**config.mk**
```make
export PLATFORM = sky130hd
export DESIGN_NAME = stwv_ctrl
export DESIGN_NICKNAME = d
export VERILOG_FILES = /design/src/sv/stwv_pkg.sv /design/src/sv/stwv_ctrl.sv
export SDC_FILE = /design/constraint.sdc
export NUM_CORES = 1
export LEC_CHECK = 0
export BUFFER_PORTS_ARGS = -buffer_cell sky130_fd_sc_hd__buf_2
export CORE_MARGIN = 5
export CORE_UTILIZATION = 61
export CTS_BUF_LIST = sky130_fd_sc_hd__clkbuf_4
export DETAILED_ROUTE_END_ITERATION = 8
export MAX_ROUTING_LAYER = met4
export PLACE_DENSITY = 0.95
export SYNTH_ARGS = -nofsm -noshare
export SYNTH_HDL_FRONTEND = slang
export SYNTH_SLANG_ARGS = --single-unit
```
**constraint.sdc**
```tcl
create_clock -name clk -period 7.75 [get_ports clk]
set_input_delay 1.1625 -clock clk [delete_from_list [all_inputs] [get_ports clk]]
set_output_delay 1.1625 -clock clk [all_outputs]
set_load 0.005 [all_outputs]
```
**src/sv/stwv_pkg.sv**
```systemverilog
// ----------------------------------------------------------------------------
// stwv_pkg
// types and codes shared by the slot table modules
// ----------------------------------------------------------------------------
package stwv_pkg;

  // operation codes carried in the func field
  localparam logic [2:0] FUNC_PUSH_BACK = 3'd0;
  localparam logic [2:0] FUNC_INSERT_AT = 3'd1;
  localparam logic [2:0] FUNC_READ      = 3'd2;
  localparam logic [2:0] FUNC_ALLOCATE  = 3'd3;
  localparam logic [2:0] FUNC_DELETE    = 3'd4;
  localparam logic [2:0] FUNC_FIND      = 3'd5;

  // configuration register indexes
  localparam int unsigned CFG_INDEX_W = 1;
  localparam logic [CFG_INDEX_W-1:0] CFG_CAPACITY_IN_USE = 1'd0;
  localparam logic [CFG_INDEX_W-1:0] CFG_COMPARE_MASK    = 1'd1;

  // configuration reset values
  localparam logic [8:0]  CAPACITY_RESET = 9'd256;
  localparam logic [31:0] MASK_RESET     = 32'hFFFF_FFFF;

  typedef struct packed {
    logic [2:0]  func;
    logic [7:0]  slot_index;
    logic [31:0] element_data;
  } in_word_t;

  typedef struct packed {
    logic        ok;
    logic [8:0]  result_index;
    logic [31:0] read_data;
    logic [8:0]  valid_count;
  } out_word_t;

endpackage

```
**src/sv/stwv_ctrl.sv**
```systemverilog
// ----------------------------------------------------------------------------
// stwv_ctrl
// operation sequencer: clearing pass, read-modify-write and slot scans
// ----------------------------------------------------------------------------
module stwv_ctrl #(
  parameter int unsigned SLOTS         = 256,
  parameter int unsigned ELEMENT_WIDTH = 32
) (
  input  logic                          clk,
  input  logic                          rst,
  input  logic                          in_valid,
  output logic                          in_stall,
  input  stwv_pkg::in_word_t            in_word,
  input  logic                          cfg_valid,
  input  logic [stwv_pkg::CFG_INDEX_W-1:0] cfg_index,
  input  logic [31:0]                   cfg_data,
  output logic                          res_valid,
  input  logic                          res_take,
  output stwv_pkg::out_word_t           res_word,
  output logic                          mem_rd_en,
  output logic [$clog2(SLOTS)-1:0]      mem_rd_addr,
  input  logic [ELEMENT_WIDTH:0]        mem_rd_data,
  output logic                          mem_wr_en,
  output logic [$clog2(SLOTS)-1:0]      mem_wr_addr,
  output logic [ELEMENT_WIDTH:0]        mem_wr_data
);
  import stwv_pkg::*;

  localparam int unsigned AW  = $clog2(SLOTS);
  localparam int unsigned BPW = $clog2(SLOTS + 1);
  localparam int unsigned CW  = (BPW > 9) ? BPW : 9;
  localparam int unsigned EW  = ELEMENT_WIDTH;

  typedef enum logic [2:0] {S_CLEAR, S_IDLE, S_EXEC, S_SCAN, S_DONE} state_t;

  state_t         state;
  logic [AW-1:0]  clr_addr;
  logic [BPW-1:0] back_ptr;
  logic [BPW-1:0] valid_total;
  logic [8:0]     cap_reg;
  logic [31:0]    mask_reg;
  logic [2:0]     op_func;
  logic [AW-1:0]  op_addr;
  logic [EW-1:0]  op_data;
  logic [BPW-1:0] scan_addr;
  logic           scan_pend;
  logic [AW-1:0]  pend_addr;
  logic           res_ok;
  logic [BPW-1:0] res_idx;
  logic [31:0]    res_rd;

  logic [CW-1:0]  cap_ext;
  logic [BPW-1:0] eff_cap;
  logic [CW-1:0]  cap_w;
  logic [CW-1:0]  idx_w;
  logic [CW-1:0]  back_w;
  logic [CW-1:0]  total_w;
  logic           accept;
  logic           go_exec;
  logic           go_scan;
  logic [AW-1:0]  acc_addr;
  logic [EW-1:0]  in_data_cut;
  logic [EW-1:0]  rd_elem;
  logic           rd_vld;
  logic [63:0]    rd_elem64;
  logic [EW-1:0]  mask_w;
  logic           scan_issue;
  logic           scan_hit;

  // effective capacity, never above the built slot count
  assign cap_ext = CW'(cap_reg);
  assign eff_cap = (cap_ext > CW'(SLOTS)) ? BPW'(SLOTS) : BPW'(cap_ext);
  assign cap_w   = CW'(eff_cap);
  assign idx_w   = CW'(in_word.slot_index);
  assign back_w  = CW'(back_ptr);
  assign total_w = CW'(valid_total);

  assign accept      = in_valid && (state == S_IDLE);
  assign in_stall    = (state != S_IDLE);
  assign in_data_cut = EW'(in_word.element_data);

  assign rd_elem   = mem_rd_data[EW-1:0];
  assign rd_vld    = mem_rd_data[EW];
  assign rd_elem64 = 64'(rd_elem);
  assign mask_w    = EW'(mask_reg);

  // entry checks for the incoming word
  always_comb begin
    go_exec  = 1'b0;
    go_scan  = 1'b0;
    acc_addr = AW'(in_word.slot_index);
    case (in_word.func)
      FUNC_PUSH_BACK: begin
        go_exec  = (back_w < cap_w);
        acc_addr = AW'(back_ptr);
      end
      FUNC_INSERT_AT: go_exec = (idx_w < cap_w);
      FUNC_READ:      go_exec = (idx_w < back_w);
      FUNC_ALLOCATE: begin
        acc_addr = AW'(back_ptr);
        if (total_w < cap_w) begin
          go_exec = (back_w < cap_w);
          go_scan = !(back_w < cap_w);
        end
      end
      FUNC_DELETE:    go_exec = (idx_w < cap_w);
      FUNC_FIND:      go_scan = 1'b1;
      default:        go_exec = 1'b0;
    endcase
  end

  // scan compare on the word returned for pend_addr
  always_comb begin
    if (op_func == FUNC_ALLOCATE) begin
      scan_hit = scan_pend && !rd_vld;
    end else begin
      scan_hit = scan_pend && rd_vld && (((rd_elem ^ op_data) & mask_w) == '0);
    end
  end

  assign scan_issue = (scan_addr < eff_cap) && !scan_hit;

  assign mem_rd_en   = (accept && go_exec) || ((state == S_SCAN) && scan_issue);
  assign mem_rd_addr = (state == S_SCAN) ? AW'(scan_addr) : acc_addr;

  // write port
  always_comb begin
    mem_wr_en   = 1'b0;
    mem_wr_addr = op_addr;
    mem_wr_data = {1'b1, op_data};
    case (state)
      S_CLEAR: begin
        mem_wr_en   = 1'b1;
        mem_wr_addr = clr_addr;
        mem_wr_data = '0;
      end
      S_EXEC: begin
        case (op_func)
          FUNC_PUSH_BACK, FUNC_INSERT_AT: mem_wr_en = 1'b1;
          FUNC_ALLOCATE: begin
            mem_wr_en   = 1'b1;
            mem_wr_data = {1'b1, rd_elem};
          end
          FUNC_DELETE: begin
            mem_wr_en   = rd_vld;
            mem_wr_data = {1'b0, rd_elem};
          end
          default: mem_wr_en = 1'b0;
        endcase
      end
      S_SCAN: begin
        mem_wr_en   = scan_hit && (op_func == FUNC_ALLOCATE);
        mem_wr_addr = pend_addr;
        mem_wr_data = {1'b1, rd_elem};
      end
      default: mem_wr_en = 1'b0;
    endcase
  end

  always_ff @(posedge clk) begin
    if (rst) begin
      state       <= S_CLEAR;
      clr_addr    <= '0;
      back_ptr    <= '0;
      valid_total <= '0;
      cap_reg     <= CAPACITY_RESET;
      mask_reg    <= MASK_RESET;
      scan_pend   <= 1'b0;
    end else begin
      if (cfg_valid) begin
        case (cfg_index)
          CFG_CAPACITY_IN_USE: cap_reg  <= cfg_data[8:0];
          CFG_COMPARE_MASK:    mask_reg <= cfg_data;
          default:             cap_reg  <= cap_reg;
        endcase
      end
      case (state)
        S_CLEAR: begin
          clr_addr <= clr_addr + AW'(1);
          if (clr_addr == AW'(SLOTS - 1)) begin
            state <= S_IDLE;
          end
        end
        S_IDLE: begin
          if (in_valid) begin
            op_func   <= in_word.func;
            op_addr   <= acc_addr;
            op_data   <= in_data_cut;
            res_ok    <= 1'b0;
            res_idx   <= '0;
            res_rd    <= '0;
            scan_addr <= '0;
            scan_pend <= 1'b0;
            if (go_exec) begin
              state <= S_EXEC;
            end else if (go_scan) begin
              state <= S_SCAN;
            end else begin
              state <= S_DONE;
            end
          end
        end
        S_EXEC: begin
          state <= S_DONE;
          case (op_func)
            FUNC_PUSH_BACK, FUNC_ALLOCATE: begin
              if (!rd_vld) begin
                valid_total <= valid_total + BPW'(1);
              end
              res_idx  <= back_ptr;
              back_ptr <= back_ptr + BPW'(1);
              res_ok   <= 1'b1;
            end
            FUNC_INSERT_AT: begin
              if (!rd_vld) begin
                valid_total <= valid_total + BPW'(1);
              end
              if (BPW'(op_addr) >= back_ptr) begin
                back_ptr <= BPW'(op_addr) + BPW'(1);
              end
              res_idx <= BPW'(op_addr);
              res_ok  <= 1'b1;
            end
            FUNC_READ: begin
              if (rd_vld) begin
                res_rd  <= rd_elem64[31:0];
                res_idx <= BPW'(op_addr);
                res_ok  <= 1'b1;
              end
            end
            FUNC_DELETE: begin
              if (rd_vld) begin
                valid_total <= valid_total - BPW'(1);
                res_idx     <= BPW'(op_addr);
                res_ok      <= 1'b1;
              end
            end
            default: res_ok <= 1'b0;
          endcase
        end
        S_SCAN: begin
          if (scan_hit) begin
            state   <= S_DONE;
            res_ok  <= 1'b1;
            res_idx <= BPW'(pend_addr);
            if (op_func == FUNC_ALLOCATE) begin
              valid_total <= valid_total + BPW'(1);
            end
          end else begin
            // find keeps one past the last valid slot seen
            if (scan_pend && rd_vld && (op_func == FUNC_FIND)) begin
              res_idx <= BPW'(pend_addr) + BPW'(1);
            end
            if (scan_issue) begin
              pend_addr <= AW'(scan_addr);
              scan_addr <= scan_addr + BPW'(1);
              scan_pend <= 1'b1;
            end else begin
              scan_pend <= 1'b0;
            end
            if (!scan_pend && !scan_issue) begin
              state <= S_DONE;
            end
          end
        end
        S_DONE: begin
          if (res_take) begin
            state <= S_IDLE;
          end
        end
        default: state <= S_IDLE;
      endcase
    end
  end

  assign res_valid             = (state == S_DONE);
  assign res_word.ok           = res_ok;
  assign res_word.result_index = 9'(res_idx);
  assign res_word.read_data    = res_rd;
  assign res_word.valid_count  = 9'(valid_total);

endmodule

```
======== Word-level counts from Yosys, hierarchy flattened ========
Index checks and enable logic that the tools add are counted.
word-level totals
  register bits after elaboration ......... 173
  latch bits .............................. 0
  RAM bits ................................ 0
  memory bits (read-only) ................. 0
  input bits .............................. 114
  output and inout bits ................... 104
  word-level logic and storage cells ...... 159
  memories ................................ 0
cells by class
  add/subtract/negate cells ............... 7
  multipliers ............................. 0
  divide/modulo/power cells ............... 0
  $lt $le $gt $ge ......................... 7
  equal/unequal tests ..................... 33
  shifts and indexed selects .............. 0
  muxes and demuxes ....................... 50
  bitwise logic cells ..................... 5
  reductions and logical operators ........ 42
operator list
  cell                                            number
  two-way mux 9 bit                               12
  case mux 33 bit (3 select lines)                1
  two-way mux 32 bit                              3
  case mux 9 bit (2 select lines)                 4
  case mux 33 bit (2 select lines)                1
  case mux 32 bit (2 select lines)                1
  case mux 9 bit (3 select lines)                 2
  AND 32 bit                                      1
  zero test 32 bit                                1
  XOR 32 bit                                      1
  adder 9 x 1 -> 9 bit (second input constant)    3
  < comparator 9 bit                              3
  two-way mux 3 bit                               7
  adder 8 x 1 -> 9 bit (second input constant)    2
  == test 3 x 2 -> 1 bit (second input constant)  6
  < comparator 8 x 9 -> 1 bit                     2
  two-way mux 8 bit                               2
  != test 2 bit (second input constant)           8
  case mux 8 bit (2 select lines)                 1
  == test 3 bit (second input constant)           5
  case mux 3 bit (5 select lines)                 1
  AND reduction 5 bit                             3
  != test 3 bit (second input constant)           4
  AND reduction 6 bit                             2
  other kinds (26)                                68

======== Longest topological paths before layout ========
  word-level depth ........................ 12
  mapped depth ............................ 12
  mapped depth without buffers ............ 10

======== Least setup slack after synthesis ========
No wires, ideal clock.
  kind .................................... input -> output
  from .................................... in mem_rd_data[5]
  to ...................................... out mem_rd_en
  arrival ................................. 2.637 ns
  data required time ...................... 6.588 ns
  setup slack ............................. 3.950 ns
  stages .................................. 7
  path buffers ............................ 0
  path through ............................ xor2_1 a22oi_1 nand4_1 or4_4 o21a_1 nand3_1 o21ai_0
on the way
  word-level cells in the longest chain between the ends .. 9
ends and longest elaborated chain
  what               RTL line          RTL
  start, declared    stwv_ctrl.sv:22   input logic [ELEMENT_WIDTH:0] mem_rd_data,
  XOR 32 bit         stwv_ctrl.sv:117  scan_hit = scan_pend && rd_vld && (((rd_elem ^ op_data) & mask_w) == '0);
  AND 32 bit         stwv_ctrl.sv:117
  zero test 32 bit   stwv_ctrl.sv:117
  logical AND 1 bit  stwv_ctrl.sv:117
  two-way mux 1 bit  stwv_ctrl.sv:114  if (op_func == FUNC_ALLOCATE) begin
  zero test 1 bit    stwv_ctrl.sv:121  assign scan_issue = (scan_addr < eff_cap) && !scan_hit;
  logical AND 1 bit  stwv_ctrl.sv:121
  logical AND 1 bit  stwv_ctrl.sv:123  assign mem_rd_en = (accept && go_exec) || ((state == S_SCAN) && scan_issue);
  logical OR 1 bit   stwv_ctrl.sv:123
  end, declared      stwv_ctrl.sv:20   output logic mem_rd_en,
No other way between the ends.

======== Worst setup path after layout ========
  from .................................... reg state[0]
  to ...................................... out mem_wr_addr[5]
on the way
  word-level cells in the longest chain between the ends .. 2
  elaborated cells between the ends (all ways) .. 3
  classes of those cells .................. eq/ne: 1; mux: 1; reduce/logical: 1
ends and longest elaborated chain
  what                                                       RTL line          RTL
  start, declared                                            stwv_ctrl.sv:36   state_t state;
  start signal, assigned                                     stwv_ctrl.sv:162  state <= S_CLEAR;
  start signal, assigned                                     stwv_ctrl.sv:181  state <= S_IDLE;
  start signal, assigned                                     stwv_ctrl.sv:195  state <= S_EXEC;
  == test 3 x 2 -> 1 bit or zero test 3 bit (tied branches)  stwv_ctrl.sv:131  case (state)
  case mux 8 bit (2 select lines) *                          stwv_ctrl.sv:131
  end, declared                                              stwv_ctrl.sv:24   output logic [$clog2(SLOTS)-1:0] mem_wr_addr,
Mark *: on every way between the ends. The rest lies on a longest branch, timed or not.

==> out/qor.csv <==
metric;value;unit
TritonCTS Sinks;173;
share of Yosys cell area claimed by the top area cell type;32.0;%
Leak;4.68;nW
largest net degree at the start of global routing;78;
vias in the first global route;8259;
reg2reg setup slack;3720;ps
Yosys Warn Count;0;
# IOs;218;
syn_area_per_cell;10.2;sq um
area leader, netlist;edfxtp_1;
row count;45;
Mapped Nets;1106;
kind of critical path;register to output port;
worst hold stages;2;
Final setup viols;0;
Layout area overhead;15.5;%
Top FF cell, synth;edfxtp_1;
GRT Overall Usage;32.1;%
Place WS;3350;ps
first-pass GRT wire length;44.6;mm
initial drt markers;1471;
CTS clk-pin slew, worst paths;140;ps
overall power;0.00223;W
die width;135;um
status;finished, final reports clean;
drt pass-1 iters;6;
GRT overflow;0;
layout cells sized above 1;25.3;%
fillcell total;1101;
CTS resizes;0;
Fmax;0.193;GHz
most numerous cell in the Yosys netlist;edfxtp_1;
Worst R2R End;scan_addr[1]$_SDFFCE_PN0P_;
Final Hold Fails;0;
Antenna Nets Post-Route;0;
IO Port Bufs;217;
RSZ-0062 raised after global routing;false;
routed vias;8924;
Initial Utilization;62.4;%
min Tclk post-route;5190;ps
TritonCTS buffer count;17;
crit path DAT;4020;ps
global-route met2 utilization;47.7;%
vias per cell;6.54;
Rel. slew slack;19.2;%
Max Root-Sink Buffers;2;
routing usage on met3;7.21;%
final layout net count;1301;
final wirelength;29.4;mm
Slew @ Worst Pin;1210;ps
min-delay src;cap_ext[4]$_SDFFE_PP0P_;
die area;18300;sq um
Post-synth ARST share;0;%
Seq cells post-synth;173;
Final Instance Area;11000;sq um
Final GP Congestion;0.986;
Power Dens Cells;202;nW/um^2
top cells by area, synth;edfxtp_1 (32%), dfxtp_1 (15%), ha_1 (6.8%);
skew final;19.2;ps
Min Hold Slack;469;ps
Mapped Cells;940;
Yosys cell types;73;
number of remaining DRC errors;0;
commonest cells in the netlist;edfxtp_1 (102), and3_1 (77), nor2_1 (77), nand2_1 (73), dfxtp_1 (71);
FF-to-FF Start;state[0]$_SDFFE_PP0P_;
Routed WL per cell;21.6;um
final worst slack;2560;ps
worst-skew pair later-pin latency;600;ps
Slew Limit Fails;0;
Worst Hold Path EP;cap_ext[4]$_SDFFE_PP0P_;
GR Util met1;43.1;%
Worst Path Required;6590;ps
Post-CTS Setup Bufs;0;
Max-Cap Viols;0;
clock root buffer;clkbuf_4;
HPWL after DPL;21.7;mm
R2R depth;4;
post-placement cell area;10800;sq um
worst hold path class;register to register;
register area share after synthesis;46.9;%
EDFF count, synth;102;
CP max FO;39;
Die H;135;um
peak supply drop;0.108;mV
Fin Setup TNS;0;ps
Synth Cell Area;9560;sq um
crit path launch type;register;
htree depth;4;
crit share post-route;66.9;%
CTS Hold Bufs;0;
total core area;15300;sq um
Critical Path Sink Type;output port;
CTS tree;done;
initial antenna violation count;5;
GR peak layer;met2;
[cell usage in the layout (no fill, tap or decap), types with 4 or more instances in the layout]
| cell type | count |
|---|---|
| a211o_1 | 35 |
| a211oi_1 | 7 |
| a21o_1 | 6 |
| a21oi_1 | 33 |
| a221o_1 | 8 |
| a22o_1 | 31 |
| a22oi_1 | 16 |
| a31oi_1 | 7 |
| and3_1 | 77 |
| buf_2 | 217 |
| buf_4 | 8 |
| clkbuf_4 | 18 |
| clkinv_1 | 4 |
| clkinvlp_4 | 4 |
| dfxtp_1 | 71 |
| diode_2 | 5 |
| edfxtp_1 | 102 |
| ha_1 | 52 |
| inv_1 | 18 |
| mux2_2 | 8 |
| mux2i_1 | 8 |
| nand2_1 | 73 |
| nand2b_1 | 5 |
| nand3_1 | 30 |
| nand3b_1 | 5 |
| nand4_1 | 17 |
| nor2_1 | 76 |
| nor2b_1 | 5 |
| nor3_1 | 19 |
| nor4b_1 | 5 |
| o21a_1 | 4 |
| o21ai_0 | 34 |
| o21bai_1 | 4 |
| o22ai_1 | 4 |
| o31ai_1 | 6 |
| or3_1 | 7 |
| xnor2_1 | 10 |
| xor2_1 | 47 |
[logic make-up after synthesis]
kind of cell | Yosys count | share of synthesized area [%]
compound gates | 228 | 17.5
xor+xnor | 57 | 5.22
fa+ha+maj | 52 | 6.80
buf+inv | 69 | 2.90
flops | 173 | 46.9
mux | 16 | 1.78
simple gates | 345 | 18.9
[critical path: stages (launching register included)]
cell     delay (ps)
dfxtp_1         800
inv_1           730
nor2_1         1030
buf_4           310
nor2_1          130
a221o_1         310
buf_2           130
[through the flow]
step | cells | utilization (%)
finish | 1364 | 72.1
global route | 1364 | 72.1
CTS | 1359 | 72.0
detailed placement | 1327 | 70.5
global placement | 1327 | 70.5
floorplan | 940 | -
[report_power, final]
| group | internal [W] | switching (W) |
|---|---|---|
| registers | 0.00105 | 0.0000697 |
| logic | 0.000278 | 0.000376 |
| clock network | 0.000128 | 0.000326 |
[worst max-delay path by stage]
stage / from / endpoint / slack (ps)
after floorplan: mem_rd_data[5] / mem_rd_en / 3950
after global placement: state[0]$_SDFFE_PP0P_ / mem_wr_addr[7] / 3490
after detailed placement: state[0]$_SDFFE_PP0P_ / mem_wr_addr[4] / 3350
after CTS: state[0]$_SDFFE_PP0P_ / mem_wr_addr[4] / 2690
after global routing: state[0]$_SDFFE_PP0P_ / mem_wr_addr[4] / 2330
final: state[0]$_SDFFE_PP0P_ / mem_wr_addr[5] / 2560
[layout make-up]
class	instances	area [sq um]	share of cell area [%]
tap	211	264	2.39
multi-input combinational	698	4830	43.7
inverter	20	77.6	0.702
clock inverter	14	95.1	0.861
clock buffer	18	135	1.22
sequential	173	4480	40.6
antenna	5	12.5	0.113
timing repair buffer	225	1150	10.4
[layer usage]
| metal | up-vias | routed length, um |
|---|---|---|
| li1 | 3971 | - |
| met1 | 4164 | 11100 |
| met2 | 700 | 13500 |
| met3 | 89 | 3740 |
| met4 | 0 | 982 |
| met5 | - | 0 |
Power figures use the tool's default switching activity.
